--- src/sv/otr_pkg.sv ---
`default_nettype none
package otr_pkg;

  localparam int unsigned REG_W  = 32;
  localparam int unsigned ADDR_W = 4;

  typedef enum logic [1:0] {
    REG_THRESH  = 2'd0,
    REG_RESTART = 2'd1,
    REG_WINDOW  = 2'd2
  } cfg_reg_e;

  localparam logic [REG_W-1:0] RESTART_RST = 32'd1000;
  localparam logic [REG_W-1:0] WINDOW_RST  = 32'd5000;
  localparam logic [11:0]      THRESH_RST  = 12'hFFF;

  localparam logic [1:0] CNT_ZERO = 2'd0;
  localparam logic [1:0] CNT_ONE  = 2'd1;
  localparam logic [1:0] CNT_TWO  = 2'd2;
  localparam logic [1:0] CNT_MAX  = 2'd3;

endpackage
`default_nettype wire

--- src/sv/otr_in_if.sv ---
`default_nettype none
interface otr_in_if #(
  parameter int unsigned ADC_BITS  = 12,
  parameter int unsigned TIME_BITS = 32
);
  logic                 valid;
  logic                 ready;
  logic [ADC_BITS-1:0]  first_sample;
  logic [ADC_BITS-1:0]  confirm_sample;
  logic [TIME_BITS-1:0] now_ms;

  modport source (output valid, first_sample, confirm_sample, now_ms, input ready);
  modport sink   (input valid, first_sample, confirm_sample, now_ms, output ready);
endinterface
`default_nettype wire

--- src/sv/otr_out_if.sv ---
`default_nettype none
interface otr_out_if;
  logic       valid;
  logic       ready;
  logic       pack_enable;
  logic       shutdown;
  logic       overcurrent_event;
  logic [1:0] strikes;

  modport source (output valid, pack_enable, shutdown, overcurrent_event, strikes,
                  input ready);
  modport sink   (input valid, pack_enable, shutdown, overcurrent_event, strikes,
                  output ready);
endinterface
`default_nettype wire

--- src/sv/overcurrent_trip_retry_top.sv ---
// A request is registered first in the input stage, then in the result register;
// one request per cycle is taken while the result side does not stall, and the strike
// state updates combinationally between the input register and the result register.
// Backpressure on the result side stalls both stages; ready follows combinationally.
// Reset (rst_ni low, asynchronous): pipeline empty, no strikes, pack closed,
// shutdown clear, threshold 4095, restart delay 1000 ms, window 5000 ms.
`default_nettype none
module overcurrent_trip_retry_top
  import otr_pkg::*;
#(
  parameter int unsigned ADC_BITS  = 12,
  parameter int unsigned TIME_BITS = 32
) (
  input  wire logic              clk_i,
  input  wire logic              rst_ni,
  otr_in_if.sink                 sample_i,
  otr_out_if.source              result_o,
  input  wire logic              psel,
  input  wire logic              penable,
  input  wire logic              pwrite,
  input  wire logic [ADDR_W-1:0] paddr,
  input  wire logic [REG_W-1:0]  pwdata,
  output logic      [REG_W-1:0]  prdata,
  output logic                   pready
);

  logic [ADC_BITS-1:0] thresh;
  logic [REG_W-1:0]    restart;
  logic [REG_W-1:0]    window;

  otr_in_if #(.ADC_BITS(ADC_BITS), .TIME_BITS(TIME_BITS)) stage_if ();

  otr_cfg_regs #(.ADC_BITS(ADC_BITS)) u_cfg (
    .clk_i     (clk_i),
    .rst_ni    (rst_ni),
    .psel      (psel),
    .penable   (penable),
    .pwrite    (pwrite),
    .paddr     (paddr),
    .pwdata    (pwdata),
    .prdata    (prdata),
    .pready    (pready),
    .thresh_o  (thresh),
    .restart_o (restart),
    .window_o  (window)
  );

  otr_in_stage u_in (
    .clk_i  (clk_i),
    .rst_ni (rst_ni),
    .up_i   (sample_i),
    .dn_o   (stage_if.source)
  );

  otr_core #(.ADC_BITS(ADC_BITS), .TIME_BITS(TIME_BITS)) u_core (
    .clk_i     (clk_i),
    .rst_ni    (rst_ni),
    .thresh_i  (thresh),
    .restart_i (restart),
    .window_i  (window),
    .item_i    (stage_if.sink),
    .res_o     (result_o)
  );

endmodule
`default_nettype wire

--- src/sv/otr_cfg_regs.sv ---
`default_nettype none
module otr_cfg_regs
  import otr_pkg::*;
#(
  parameter int unsigned ADC_BITS = 12
) (
  input  wire logic                clk_i,
  input  wire logic                rst_ni,
  input  wire logic                psel,
  input  wire logic                penable,
  input  wire logic                pwrite,
  input  wire logic [ADDR_W-1:0]   paddr,
  input  wire logic [REG_W-1:0]    pwdata,
  output logic      [REG_W-1:0]    prdata,
  output logic                     pready,
  output logic      [ADC_BITS-1:0] thresh_o,
  output logic      [REG_W-1:0]    restart_o,
  output logic      [REG_W-1:0]    window_o
);

  logic [ADC_BITS-1:0] thresh_q;
  logic [REG_W-1:0]    restart_q;
  logic [REG_W-1:0]    window_q;
  logic                wr_en;
  cfg_reg_e            sel;

  assign wr_en  = psel & penable & pwrite;
  assign sel    = cfg_reg_e'(paddr[ADDR_W-1:2]);
  assign pready = 1'b1;

  always_ff @(posedge clk_i or negedge rst_ni) begin
    if (!rst_ni) begin
      thresh_q  <= ADC_BITS'(THRESH_RST);
      restart_q <= RESTART_RST;
      window_q  <= WINDOW_RST;
    end else if (wr_en) begin
      unique case (sel)
        REG_THRESH:  thresh_q  <= pwdata[ADC_BITS-1:0];
        REG_RESTART: restart_q <= pwdata;
        REG_WINDOW:  window_q  <= pwdata;
        default: ;
      endcase
    end
  end

  always_comb begin
    unique case (sel)
      REG_THRESH:  prdata = REG_W'(thresh_q);
      REG_RESTART: prdata = restart_q;
      REG_WINDOW:  prdata = window_q;
      default:     prdata = '0;
    endcase
  end

  assign thresh_o  = thresh_q;
  assign restart_o = restart_q;
  assign window_o  = window_q;

endmodule
`default_nettype wire

--- src/sv/otr_in_stage.sv ---
`default_nettype none
module otr_in_stage (
  input  wire logic clk_i,
  input  wire logic rst_ni,
  otr_in_if.sink    up_i,
  otr_in_if.source  dn_o
);

  logic valid_q;
  logic take;

  assign up_i.ready = ~valid_q | dn_o.ready;
  assign take       = up_i.valid & up_i.ready;

  always_ff @(posedge clk_i or negedge rst_ni) begin
    if (!rst_ni) begin
      valid_q <= 1'b0;
    end else if (up_i.ready) begin
      valid_q <= up_i.valid;
    end
  end

  always_ff @(posedge clk_i) begin
    if (take) begin
      dn_o.first_sample   <= up_i.first_sample;
      dn_o.confirm_sample <= up_i.confirm_sample;
      dn_o.now_ms         <= up_i.now_ms;
    end
  end

  assign dn_o.valid = valid_q;

endmodule
`default_nettype wire

--- src/sv/otr_core.sv ---
`default_nettype none
module otr_core
  import otr_pkg::*;
#(
  parameter int unsigned ADC_BITS  = 12,
  parameter int unsigned TIME_BITS = 32
) (
  input  wire logic                clk_i,
  input  wire logic                rst_ni,
  input  wire logic [ADC_BITS-1:0] thresh_i,
  input  wire logic [REG_W-1:0]    restart_i,
  input  wire logic [REG_W-1:0]    window_i,
  otr_in_if.sink                   item_i,
  otr_out_if.source                res_o
);

  localparam int unsigned CMP_W = (TIME_BITS > REG_W) ? TIME_BITS : REG_W;

  logic [1:0]           cnt_q, cnt_d, cnt_trip;
  logic [TIME_BITS-1:0] time_q, time_d, time_trip;
  logic                 pack_q, pack_d;
  logic                 shut_q, shut_d;
  logic                 out_valid_q;
  logic                 trip;
  logic                 take;
  logic [TIME_BITS-1:0] elapsed;
  logic [CMP_W-1:0]     elapsed_w;
  logic                 ge_restart;
  logic                 ge_window;

  assign item_i.ready = ~out_valid_q | res_o.ready;
  assign take         = item_i.valid & item_i.ready;

  assign trip = (item_i.first_sample > thresh_i) && (item_i.confirm_sample > thresh_i);

  // trip handling first; the retry and window checks see the updated strike time
  always_comb begin
    cnt_trip  = cnt_q;
    time_trip = time_q;
    if (trip) begin
      if (cnt_q == CNT_ZERO) begin
        time_trip = item_i.now_ms;
      end
      if (cnt_q != CNT_MAX) begin
        cnt_trip = 2'(cnt_q + 2'd1);
      end
    end
  end

  assign elapsed    = item_i.now_ms - time_trip;
  assign elapsed_w  = CMP_W'(elapsed);
  assign ge_restart = elapsed_w >= CMP_W'(restart_i);
  assign ge_window  = elapsed_w >= CMP_W'(window_i);

  always_comb begin
    cnt_d  = cnt_trip;
    time_d = time_trip;
    pack_d = pack_q & ~trip;
    shut_d = shut_q;
    if (cnt_trip == CNT_ONE && ge_restart) begin
      pack_d = 1'b1;
      if (ge_window) begin
        cnt_d  = CNT_ZERO;
        time_d = '0;
      end
    end
    if (cnt_trip == CNT_TWO && !ge_window) begin
      cnt_d  = CNT_ZERO;
      shut_d = 1'b1;
    end
  end

  always_ff @(posedge clk_i or negedge rst_ni) begin
    if (!rst_ni) begin
      cnt_q       <= CNT_ZERO;
      time_q      <= '0;
      pack_q      <= 1'b1;
      shut_q      <= 1'b0;
      out_valid_q <= 1'b0;
    end else begin
      if (take) begin
        cnt_q  <= cnt_d;
        time_q <= time_d;
        pack_q <= pack_d;
        shut_q <= shut_d;
      end
      if (item_i.ready) begin
        out_valid_q <= item_i.valid;
      end
    end
  end

  always_ff @(posedge clk_i) begin
    if (take) begin
      res_o.pack_enable       <= pack_d;
      res_o.shutdown          <= shut_d;
      res_o.overcurrent_event <= trip;
      res_o.strikes           <= cnt_d;
    end
  end

  assign res_o.valid = out_valid_q;

endmodule
`default_nettype wire

--- src/flat_wrapper.sv ---
// flat-port wrapper written by rule: the top's interface ports become plain ports
module overcurrent_trip_retry_top_flat import otr_pkg::*;
#(
  parameter int unsigned ADC_BITS  = 12,
  parameter int unsigned TIME_BITS = 32
)
  (clk_i, rst_ni, psel, penable, pwrite, paddr, pwdata, prdata, pready, sample_i_valid, sample_i_first_sample, sample_i_confirm_sample, sample_i_now_ms, sample_i_ready, result_o_valid, result_o_pack_enable, result_o_shutdown, result_o_overcurrent_event, result_o_strikes, result_o_ready);
  otr_in_if #(.ADC_BITS(ADC_BITS), .TIME_BITS(TIME_BITS)) sample_i_i ();
  otr_out_if result_o_i ();
  input  wire logic clk_i;
  input  wire logic rst_ni;
  input  wire logic psel;
  input  wire logic penable;
  input  wire logic pwrite;
  input  wire logic [ADDR_W-1:0] paddr;
  input  wire logic [REG_W-1:0] pwdata;
  output logic      [REG_W-1:0] prdata;
  output logic pready;
  input wire logic [$bits(sample_i_i.valid)-1:0] sample_i_valid;
  input wire logic [$bits(sample_i_i.first_sample)-1:0] sample_i_first_sample;
  input wire logic [$bits(sample_i_i.confirm_sample)-1:0] sample_i_confirm_sample;
  input wire logic [$bits(sample_i_i.now_ms)-1:0] sample_i_now_ms;
  output wire logic [$bits(sample_i_i.ready)-1:0] sample_i_ready;
  output wire logic [$bits(result_o_i.valid)-1:0] result_o_valid;
  output wire logic [$bits(result_o_i.pack_enable)-1:0] result_o_pack_enable;
  output wire logic [$bits(result_o_i.shutdown)-1:0] result_o_shutdown;
  output wire logic [$bits(result_o_i.overcurrent_event)-1:0] result_o_overcurrent_event;
  output wire logic [$bits(result_o_i.strikes)-1:0] result_o_strikes;
  input wire logic [$bits(result_o_i.ready)-1:0] result_o_ready;
  assign sample_i_i.valid = sample_i_valid;
  assign sample_i_i.first_sample = sample_i_first_sample;
  assign sample_i_i.confirm_sample = sample_i_confirm_sample;
  assign sample_i_i.now_ms = sample_i_now_ms;
  assign sample_i_ready = sample_i_i.ready;
  assign result_o_valid = result_o_i.valid;
  assign result_o_pack_enable = result_o_i.pack_enable;
  assign result_o_shutdown = result_o_i.shutdown;
  assign result_o_overcurrent_event = result_o_i.overcurrent_event;
  assign result_o_strikes = result_o_i.strikes;
  assign result_o_i.ready = result_o_ready;
  overcurrent_trip_retry_top #(.ADC_BITS(ADC_BITS), .TIME_BITS(TIME_BITS)) u_core (.clk_i(clk_i), .rst_ni(rst_ni), .sample_i(sample_i_i), .result_o(result_o_i), .psel(psel), .penable(penable), .pwrite(pwrite), .paddr(paddr), .pwdata(pwdata), .prdata(prdata), .pready(pready));
endmodule
--- config.mk ---
export PLATFORM = sky130hd
export DESIGN_NAME = overcurrent_trip_retry_top_flat
export DESIGN_NICKNAME = d
export VERILOG_FILES = /design/src/sv/otr_pkg.sv /design/src/sv/otr_in_if.sv /design/src/sv/otr_out_if.sv /design/src/sv/overcurrent_trip_retry_top.sv /design/src/sv/otr_cfg_regs.sv /design/src/sv/otr_in_stage.sv /design/src/sv/otr_core.sv /design/src/flat_wrapper.sv
export SDC_FILE = /design/constraint.sdc
export NUM_CORES = 1
export LEC_CHECK = 0
export CELL_PAD_IN_SITES_DETAIL_PLACEMENT = 0
export CELL_PAD_IN_SITES_GLOBAL_PLACEMENT = 2
export CORE_AREA = 2 2 165 167
export CTS_CLUSTER_SIZE = 10
export DETAILED_ROUTE_END_ITERATION = 10
export DIE_AREA = 0 0 167 169
export DONT_BUFFER_PORTS = 1
export PLACE_DENSITY_LB_ADDON = 0.1
export SYNTH_ARGS = -nofsm -noshare
export SYNTH_HDL_FRONTEND = slang
export SYNTH_SLANG_ARGS = --single-unit
--- constraint.sdc ---
create_clock -name clk_i -period 8.4 [get_ports clk_i]
set_input_delay 0.84 -clock clk_i [delete_from_list [all_inputs] [get_ports clk_i]]
set_output_delay 0.84 -clock clk_i [all_outputs]
set_load 0.005 [all_outputs]
==> summary.txt, run 1 <==
Total Wirelength: 26900 um
Cts bufs inserted: 17
Setup crit start kind: flop
Compound-Gate Fraction of Synth Area: 18.1%
1st-iter DRT viols: 436
Number of antenna violations at the first check in global routing: 0
Post-layout util: 44.1%
Syn nets: 1290
Die Wd: 167 um
First-pass GRT wire length: 42300 um
Largest family of logic cells by synthesized area: compound AO/OA/AOI/OAI gates
Wire length per cell: 19.0 um
Power per cell area: 365 nW/um2
Grt total ovfl: 0
Post-synthesis mux area share: 5.32%
Slew of the pin with the lowest slew margin: 967 ps
Gr usage total: 19.4%
Ratio of cells with drive above 1 in the final layout: 9.59%
Achievable Freq: 0.131 GHz
Sink Count: 175
Skew-Pair Late Insertion Delay: 440 ps
Clock Path Buffers: 2
Mapped Area: 10700 um2
Number of max-cap violations: 0
Netlist cell types: 71
Worst Setup End Kind: flop
Via density: 5.35
CORE AREA: 26500 um2
Status: finished clean
Die area: 28200 um2
Final non-filler cell total: 1415
Largest net degree at the start of global routing: 115
Post-synthesis sequential area ratio: 44.1%
Worst-path fanout max: 7
CTS tree: done
Final hold violation count: 0
# hold bufs at CTS: 0
Asr flop ratio synth: 65.1%
Worst EP arrival: 7960 ps
Post-DP HPWL: 19800 um
DRC viols: 0
Simple-Gate Fraction of Synth Area: 11.0%
Post-Synth XOR/XNOR Area: 2.21%
# diodes: 0
Vias: 7574
Tcrit/Tclk final: 91.2%
Synth Flop Type: dfrtp_1
# rows: 60
Endpoints failing setup: 0
Routed Antenna Nets: 0
P&R area growth vs syn: 9.44%
Starting density of the core: 40.3%
H-tree depth: 4
CP required: 8700 ps
Fill count: 2597
Worst vdd ir: 0.127 mV
Leakage: 5.03 nW
Setup TNS: 0 ps
RD Place Congestion: 0.795
Synth Area in Adders: 14.1%
CP max stage delay: 560 ps
Root Driver: clkbuf_16
Placed Cells: 1377
CP Class: reg -> reg
Final-report max-slew violation count: 0
Syn avg cell area: 9.98 um2
Fin nets: 1280
Io pins: 139
Crit-path slowest cell: dfstp_2
Clock skew: 18.0 ps
Post-layout min period: 7660 ps
Die height: 169 um
Clk slew on worst S/H paths: 70 ps
Synthesized flop and latch total: 175
Rel. slew slack: 35.4%
Buffers on Ports: 0
Initial DRT Pass Iterations: 4
Vias in the first global route: 7466
Gate Count Post-Synth: 1071
Ys Warns: 0
RSZ-0062 raised after global routing: no
Fin Hold WS: 103 ps
Worst hold path type: in -> async
Worst R2R Path Depth: 31
EDFF count, synth: 61
flip-flops by register name, indices dropped and copies added (netlist names), 2 cells and up:
| name | flops |
|---|---|
| u_core.u_cfg.restart_o | 32 |
| u_core.u_in.dn_o.confirm_sample | 12 |
| u_core.u_core.cnt_q | 2 |
| u_core.u_core.time_q | 32 |
| u_core.u_cfg.thresh_o | 12 |
| u_core.u_cfg.window_o | 32 |
| u_core.u_in.dn_o.now_ms | 32 |
| u_core.u_in.dn_o.first_sample | 12 |
| u_core.u_core.res_o.strikes | 2 |
report_power, final:
group	internal, mW	total (mW)	switching (mW)
Clock	0.446	0.817	0.371
Sequential	1.09	1.20	0.113
Combinational	0.927	2.24	1.31
layer usage:
metal	wire (um)	global-route usage (%)	share of wire, %	up-vias
li1	-	-	-	3832
met1	14500	29.9	54	3596
met2	11400	28.9	42	135
met3	884	2.50	3.3	11
met4	184	4.27	0.68	0
met5	0	0	0	-
layout by cell type (no fill, tap or decap), drive strengths merged, types with 10 or more instances in the layout:
cell | synthesis | final
a22o | 20 | 20
nand3 | 16 | 16
a21o | 33 | 33
nor2 | 25 | 25
nand2 | 134 | 134
xor2 | 11 | 11
dfstp | 24 | 24
o21ai | 109 | 109
nor3 | 10 | 10
nand2b | 12 | 12
inv | 99 | 104
clkbuf | 37 | 19
ha | 119 | 119
mux2 | 14 | 14
a21oi | 52 | 52
o31ai | 32 | 32
mux2i | 41 | 41
buf | 6 | 14
xnor2 | 16 | 16
nand4 | 15 | 15
edfxtp | 61 | 61
dfrtp | 90 | 90
layout make-up:
| type | instances | area (um2) | share of cell area (%) |
|---|---|---|---|
| Multi-Input combinational cell | 753 | 5470 | 46.8 |
| Sequential cell | 175 | 4710 | 40.3 |
| Clock buffer | 19 | 433 | 3.70 |
| Tap cell | 341 | 427 | 3.65 |
| Inverter | 100 | 375 | 3.21 |
| Clock inverter | 13 | 154 | 1.32 |
| Timing Repair Buffer | 14 | 118 | 1.01 |
timing repair:
item / CTS / global route
setup endpoints to repair: 0 / 20
gates resized for setup: 0 / 3
endpoints found under the hold margin: 0 / 0
setup buffers: 0 / 6
through the flow:
step | cell area, um2 | setup WS, ps | power (mW)
6_report | 11700 | 741 | 4.26
2_1_floorplan | 10700 | 1480 | 2.82
5_1_grt | 11700 | 62.2 | 4.65
3_3_place_gp | 11000 | 581 | 3.43
3_5_place_dp | 11000 | 477 | 3.44
4_1_cts | 11600 | 472 | 4.28
Yosys cell counts, types with 6 or more instances:
library cell,instances,area share [%]
inv_1,99,3.5
o21a_1,9,0.63
a21o_1,33,2.3
clkbuf_1,37,1.3
xnor2_1,16,1.3
ha_1,119,14
nor3_1,9,0.42
nand2_1,133,4.7
xor2_1,11,0.90
a22o_1,20,1.6
nor2_1,25,0.88
nand2b_1,12,0.70
edfxtp_1,61,17
o21bai_1,6,0.42
nor2b_1,9,0.53
nand4_1,15,0.88
dfstp_2,24,5.9
o31ai_1,30,2.1
nand3_1,16,0.75
dfrtp_1,90,21
mux2_2,14,1.5
mux2i_1,41,3.8
a21oi_1,51,2.4
o21ai_0,105,4.9
and3_1,6,0.35
worst paths after layout:
path / start / to / slack, ps
worst max-delay path: u_core.u_cfg.thresh_o[7]$_DFFE_PN1P_ / u_core.u_core.time_q[9]$_DFFE_PN0P_ / 740
worst min-delay path: rst_ni / u_core.u_core.time_q[4]$_DFFE_PN0P_ / 100
worst max register to register: u_core.u_cfg.thresh_o[7]$_DFFE_PN1P_ / u_core.u_core.time_q[9]$_DFFE_PN0P_ / 740
worst min register to register: u_core.u_core.shut_q$_DFFE_PN0P_ / u_core.u_core.shut_q$_DFFE_PN0P_ / 470
max in group asynchronous: rst_ni / u_core.u_cfg.window_o[12]$_DFFE_PN1P_ / 7890
min in group clk_i: u_core.u_core.shut_q$_DFFE_PN0P_ / u_core.u_core.shut_q$_DFFE_PN0P_ / 470
cell families (layout without fill, tap and decap cells):
logic type,Yosys count,count (layout)
DFF,175,175
AOI/OAI and AO/OA,298,298
and+or+nand+nor,252,252
muxes,55,55
xor gates and xnor gates,27,27
adders and majority gates,120,120
other,1,1
buffers and inverters,143,146
critical path, delay by kind of cell (launching register included):
family / cells / cell delay, ps
AO/OA/AOI/OAI: 15 / 3620
AND/OR/NAND/NOR: 9 / 1640
adder cells (fa/ha/maj): 3 / 890
flip-flops: 1 / 560
multiplexers: 1 / 330
buffers and inverters: 2 / 260
XOR/XNOR: 1 / 220
Note: power is estimated with default switching activity, not from simulation.
==> inputs of run 2 (changes only) <==
==> constraint.sdc (replaced) <==
create_clock -name clk_i -period 8.4 [get_ports clk_i]
set_input_delay 0.84 -clock clk_i [delete_from_list [all_inputs] [get_ports clk_i]]
set_output_delay 0.84 -clock clk_i [all_outputs]
set_load 0.02 [all_outputs]
==> run 2 against run 1 <==
Effect of this change:
- clock skew up 0.83 ps
- die area unchanged
- combinational power up 2%
- critical path type unchanged
- maximum frequency down 0.90%
- sequential cell count unchanged
- register-to-register slack worse by 70 ps
- power up 0.23%
- sequential power about the same
==> summary.txt, run 2 (synthesized netlist as in run 1, its figures left out) <==
H-tree depth: 4 (unchanged)
Worst EP arrival: 8010 ps (was 7960 ps)
Skew-Pair Late Insertion Delay: 430 ps (was 440 ps)
Die Wd: 167 um (unchanged)
Wire length per cell: 19.2 um (was 19.0 um)
Largest net degree at the start of global routing: 115 (unchanged)
Endpoints failing setup: 0 (unchanged)
Most frequent CP cell: a21o_1
Most frequent cells in the layout: nand2_1 (132), ha_1 (119), o21ai_0 (105), inv_1 (99), dfrtp_1 (90) (was nand2_1 (132), ha_1 (119), o21ai_0 (104), inv_1 (99), dfrtp_1 (90))
Leakage: 5.02 nW (was 5.03 nW)
Io pins: 139 (unchanged)
Number of antenna violations at the first check in global routing: 0 (unchanged)
Die height: 169 um (unchanged)
Root Driver: clkbuf_16 (unchanged)
Seq. cell area: 4710 um2 (unchanged)
Post-DP HPWL: 19900 um (was 19800 um)
Crit path depth: 33 (was 31)
Final hold violation count: 0 (unchanged)
Vias: 7578 (was 7574)
1st-iter DRT viols: 451 (was 436)
Die area: 28200 um2 (unchanged)
Via density: 5.36 (was 5.35)
First-pass GRT wire length: 43300 um (was 42300 um)
Final-report max-slew violation count: 0 (unchanged)
# hold bufs at CTS: 0 (unchanged)
Placed Cells: 1377 (unchanged)
Clock skew: 18.9 ps (was 18.0 ps)
Starting density of the core: 40.3% (unchanged)
Status: finished clean (unchanged)
Achievable Freq: 0.129 GHz (was 0.131 GHz)
Worst hold path type: in -> async (unchanged)
Crit-path slowest cell: dfstp_2 (unchanged)
Setup crit start kind: flop (unchanged)
Setup TNS: 0 ps (unchanged)
Cts bufs inserted: 17 (unchanged)
Multi-input logic area: 5470 um2 (unchanged)
Post-layout min period: 7730 ps (was 7660 ps)
Gr usage total: 19.7% (was 19.4%)
Worst vdd ir: 0.123 mV (was 0.127 mV)
Most common cell after layout, fill and taps aside: nand2_1 (unchanged)
CP max stage delay: 550 ps (was 560 ps)
Slew of the pin with the lowest slew margin: 970 ps (was 967 ps)
Fin nets: 1280 (unchanged)
CORE AREA: 26500 um2 (unchanged)
Post-route total power: 4.27 mW (was 4.26 mW)
Crit path max-delay family: compound AO/OA/AOI/OAI gates (unchanged)
RD Place Congestion: 0.793 (was 0.795)
WP buf/inv: 2 (unchanged)
P&R area growth vs syn: 9.21% (was 9.44%)
DRC viols: 0 (unchanged)
Ratio of cells with drive above 1 in the final layout: 9.59% (unchanged)
Worst R2R Path Depth: 33 (was 31)
CP Class: reg -> reg (unchanged)
RSZ-0062 raised after global routing: no (unchanged)
Power per cell area: 366 nW/um2 (was 365 nW/um2)
Total Wirelength: 27100 um (was 26900 um)
Clk slew on worst S/H paths: 70 ps (about the same)
Routed Antenna Nets: 0 (unchanged)
Final non-filler cell total: 1415 (unchanged)
Clock Path Buffers: 2 (unchanged)
Tcrit/Tclk final: 92.0% (was 91.2%)
Rel. slew slack: 34.6% (was 35.4%)
CP required: 8690 ps (was 8700 ps)
# rows: 60 (unchanged)
Worst-path fanout max: 10 (was 7)
Fill count: 2596 (was 2597)
# diodes: 0 (unchanged)
Worst Setup End Kind: flop (unchanged)
CTS tree: done (unchanged)
Initial DRT Pass Iterations: 5 (was 4)
Buffers on Ports: 0 (unchanged)
Sink Count: 175 (unchanged)
Number of max-cap violations: 0 (unchanged)
Grt total ovfl: 0 (unchanged)
Vias in the first global route: 7588 (was 7466)
run 2: final timing paths:
path | startpoint | to | slack (ps)
max | u_core.u_cfg.thresh_o[7]$_DFFE_PN1P_ | u_core.u_core.time_q[9]$_DFFE_PN0P_ | 670
min | rst_ni | u_core.u_core.time_q[4]$_DFFE_PN0P_ | 100
min reg2reg | u_core.u_core.shut_q$_DFFE_PN0P_ | u_core.u_core.shut_q$_DFFE_PN0P_ | 470
max in group asynchronous | rst_ni | u_core.u_cfg.window_o[12]$_DFFE_PN1P_ | 8000
min in group clk_i | u_core.u_core.shut_q$_DFFE_PN0P_ | u_core.u_core.shut_q$_DFFE_PN0P_ | 470
max reg2reg | u_core.u_cfg.thresh_o[7]$_DFFE_PN1P_ | u_core.u_core.time_q[9]$_DFFE_PN0P_ | 670
run 2: through the flow:
step	hold WS (ps)	setup slack (ps)	cell area [um2]	util [%]
4_1_cts	76.2	419	11600	43.8
3_5_place_dp	456	514	11000	41.7
3_3_place_gp	450	581	11000	41.7
2_1_floorplan	434	1480	10700	-
5_1_grt	70.8	27.7	11700	44.0
6_report	105	671	11700	44.0
run 2: layer usage:
layer	global-route usage (%)	vias to the layer above	wire length, um	part of all wire, %
li1	-	3845	-	-
met1	30.9	3593	14700	54
met2	28.6	124	11400	42
met3	3.13	16	816	3.0
met4	3.94	0	193	0.71
met5	0	-	0	0
run 2: power by group:
part / switching (mW) / internal (mW) / leakage [nW]
Clock: 0.367 / 0.415 / 0.266
Combinational: 1.34 / 0.931 / 2.81
Sequential: 0.123 / 1.09 / 1.95
Total: 1.83 / 2.44 / 5.02
run 2: cell type report:
type                       count  share of cell area (%)
clock buffer                  19                    3.71
tap                          341                    3.66
clock inverter                13                    1.11
multi-input combinational    753                    46.9
sequential                   175                    40.4
timing repair buffer          14                    1.01
inverter                     100                    3.22
run 2: timing repair:
item	CTS	global route
gates resized for setup	0	2
setup buffers	0	6
endpoints found under the setup margin	0	23
==> inputs of run 3 (changes only) <==
Settings changed: SYNTH_HIERARCHICAL set to 1.
==> run 3 against run 2 <==
Effect of this change:
- clock-buffer cell count is 2 lower
- final cell count decreased by 5.8%
- largest power group unchanged
- first-iteration DRC count decreased by 19%
- combinational power is 17% lower
==> summary.txt, run 3 <==
Worst vdd ir: 0.131 mV (was 0.123 mV)
EDFF count, synth: 61 (unchanged)
Starting density of the core: 42.1% (was 40.3%)
Most common cell in the synthesized netlist: ha_1 (was nand2_1)
Slew of the pin with the lowest slew margin: 949 ps (was 970 ps)
Switch Pwr: 1.59 mW (was 1.83 mW)
Die height: 169 um (unchanged)
Final hold violation count: 0 (unchanged)
Syn nets: 1202 (was 1290)
Reg2Reg Setup Slack: 610 ps (was 670 ps)
Most common cell after layout, fill and taps aside: ha_1 (was nand2_1)
Grt total ovfl: 0 (unchanged)
Via density: 5.37 (was 5.36)
Worst-path fanout max: 19 (was 10)
DRC viols: 0 (unchanged)
RD Place Congestion: 0.778 (was 0.793)
Ys Warns: 6 (was 0)
Yosys top cell by area: dfrtp_1 (unchanged)
Achievable Freq: 0.128 GHz (was 0.129 GHz)
Power Internal: 2.35 mW (was 2.44 mW)
First-pass GRT wire length: 41500 um (was 43300 um)
Power per cell area: 326 nW/um2 (was 366 nW/um2)
Final WS setup: 610 ps (was 671 ps)
Final-report max-slew violation count: 0 (unchanged)
Routed Antenna Nets: 0 (unchanged)
Fin nets: 1198 (was 1280)
Sequential fraction of design power: 30.6% (was 28.4%)
Setup crit start kind: flop (unchanged)
Post-layout min period: 7790 ps (was 7730 ps)
P&R area growth vs syn: 8.45% (was 9.21%)
Top cells by count, synth: ha_1 (119), inv_1 (95), dfrtp_1 (90) (was nand2_1 (133), ha_1 (119), o21ai_0 (105))
Number of antenna violations at the first check in global routing: 0 (unchanged)
CP max stage delay: 550 ps (about the same)
Die area: 28200 um2 (unchanged)
Sw Share: 40.3% (was 42.9%)
Number of max-cap violations: 0 (unchanged)
Synthesized flop and latch total: 175 (unchanged)
Post-layout util: 45.7% (was 44.0%)
Crit-path slowest cell: dfstp_2 (unchanged)
Asr flop ratio synth: 65.1% (unchanged)
Gr usage total: 19.0% (was 19.7%)
Clk pwr share: 21.3% (was 18.3%)
Worst r2r dst: u_core/u_core/time_q[24]$_DFFE_PN0P_ (was u_core.u_core.time_q[9]$_DFFE_PN0P_)
Endpoints failing setup: 0 (unchanged)
Largest net degree at the start of global routing: 115 (unchanged)
Worst Setup End Kind: flop (unchanged)
Syn avg cell area: 11.4 um2 (was 9.98 um2)
Io pins: 139 (unchanged)
Vias: 7153 (was 7578)
Skew-Pair Late Insertion Delay: 440 ps (was 430 ps)
Buffers on Ports: 0 (unchanged)
1st-iter DRT viols: 366 (was 451)
Total Wirelength: 26100 um (was 27100 um)
Tcrit/Tclk final: 92.7% (was 92.0%)
Comb power frac: 48.0% (was 53.3%)
Leakage: 5.55 nW (was 5.02 nW)
CTS tree: done (unchanged)
Post-synthesis sequential area ratio: 42.3% (was 44.1%)
CORE AREA: 26500 um2 (unchanged)
Mapped Area: 11200 um2 (was 10700 um2)
Synth Flop Type: dfrtp_1 (unchanged)
Die Wd: 167 um (unchanged)
CP required: 8740 ps (was 8690 ps)
CP Class: reg -> reg (unchanged)
Clock Path Buffers: 2 (unchanged)
Status: finished clean (unchanged)
Netlist cell types: 77 (was 71)
Sink Count: 175 (unchanged)
R2r startpoint: u_core/u_cfg/thresh_o[11]$_DFFE_PN1P_ (was u_core.u_cfg.thresh_o[7]$_DFFE_PN1P_)
Most frequent cells in the layout: ha_1 (119), inv_1 (95), dfrtp_1 (90), nand2_1 (71), edfxtp_1 (61) (was nand2_1 (132), ha_1 (119), o21ai_0 (105), inv_1 (99), dfrtp_1 (90))
Clk slew on worst S/H paths: 80 ps (was 70 ps)
Root Driver: clkbuf_16 (unchanged)
H-tree depth: 4 (unchanged)
Gate Count Post-Synth: 983 (was 1071)
Top post-synthesis cells by area: dfrtp_1 (20%), edfxtp_1 (16%), ha_1 (13%), dfstp_2 (5.7%), mux2_2 (4.7%) (was dfrtp_1 (21%), edfxtp_1 (17%), ha_1 (14%), dfstp_2 (5.9%), o21ai_0 (4.9%))
Clock skew: 13.1 ps (was 18.9 ps)
Post-DP HPWL: 19200 um (was 19900 um)
Setup slack at placement: 469 ps (was 514 ps)
Rel. slew slack: 36.6% (was 34.6%)
Vias in the first global route: 7206 (was 7588)
Initial DRT Pass Iterations: 5 (unchanged)
Setup TNS: 0 ps (unchanged)
Worst R2R Path Depth: 32 (was 33)
Ratio of cells with drive above 1 in the final layout: 20.1% (was 9.59%)
Worst hold path type: in -> async (unchanged)
# rows: 60 (unchanged)
Worst EP arrival: 8130 ps (was 8010 ps)
# hold bufs at CTS: 0 (unchanged)
# diodes: 0 (unchanged)
Cts bufs inserted: 17 (unchanged)
Share of the synthesized area in the top cell type: 20.2% (was 21.1%)
RSZ-0062 raised after global routing: no (unchanged)
Wire length per cell: 19.6 um (was 19.2 um)
Most frequent CP cell: ha_1 (was a21o_1)
==> run 3: stage by stage <==
stage | instance area, um2 | instances | total power [mW] | hold WS, ps
CTS | 12100 | 1329 | 3.98 | 74.7
detailed placement | 11400 | 1297 | 3.11 | 467
floorplan | 11200 | 983 | 2.64 | 448
global route | 12100 | 1333 | 4.30 | 68.5
global placement | 11400 | 1297 | 3.10 | 459
finish | 12100 | 1333 | 3.94 | 96.5
==> run 3: how the worst max path moves through the flow <==
| stage | from | endpoint | cells past startpoint |
|---|---|---|---|
| after floorplan | u_core/u_cfg/thresh_o[11]$_DFFE_PN1P_ | u_core/u_core/res_o.strikes[0]$_DFFE_PP_ | 36 |
| after global placement | u_core/u_cfg/thresh_o[10]$_DFFE_PN1P_ | u_core/u_core/time_q[23]$_DFFE_PN0P_ | 33 |
| after detailed placement | u_core/u_cfg/thresh_o[11]$_DFFE_PN1P_ | u_core/u_core/time_q[27]$_DFFE_PN0P_ | 32 |
| after CTS | u_core/u_cfg/thresh_o[11]$_DFFE_PN1P_ | u_core/u_core/time_q[24]$_DFFE_PN0P_ | 32 |
| after global routing | u_core/u_cfg/thresh_o[10]$_DFFE_PN1P_ | u_core/u_core/res_o.strikes[1]$_DFFE_PP_ | 32 |
| final | u_core/u_cfg/thresh_o[11]$_DFFE_PN1P_ | u_core/u_core/time_q[24]$_DFFE_PN0P_ | 32 |
==> run 3: cell type report <==
class	count	area (um2)
Inverter	95	357
Sequential cell	175	4710
Clock inverter	15	214
Tap cell	341	427
Timing Repair Buffer	15	125
Fill cell	2494	14400
Multi-Input combinational cell	675	5840
Clock buffer	17	425
==> run 3: kinds of logic after synthesis <==
logic type                 synth area share [%]
AOI/OAI and AO/OA                          15.5
and+or+nand+nor                            8.14
other                                    0.0336
xor gates and xnor gates                   2.03
muxes                                      12.7
DFF                                        42.3
buffers and inverters                      5.75
adders and majority gates                  13.5
==> run 3: layer usage <==
metal  vias to the layer above  GRT usage, %  part of all wire, %
met5                         -             0                    0
met3                        20          4.72                  4.7
met2                       134          27.6                   42
met1                      3420          28.4                   52
met4                         0          4.46                  1.1
li1                       3579             -                    -
==> run 3: what timing repair did <==
action / 4_1_cts / 5_1_grt
setup buffers: 0 / 4
resized for setup: 0 / 2
setup endpoints to repair: 0 / 19
hold endpoints to repair: 0 / 0
==> run 3: worst max-delay path, delay by kind of cell (launching register included) <==
kind            cells  cell delay (ps)
compound gates     16             3850
xor+xnor            1              210
fa+ha+maj           4             1240
buf+inv             4              480
flops               1              550
simple gates        7             1340
==> run 3: power by group through the flow <==
stage          sequential [mW]  combinational, mW  clock [mW]
2_1_floorplan             1.18               1.46           0
3_3_place_gp              1.22               1.88           0
3_5_place_dp              1.23               1.89           0
4_1_cts                   1.21               1.90       0.870
5_1_grt                   1.23               2.17       0.898
6_report                  1.21               1.89       0.841
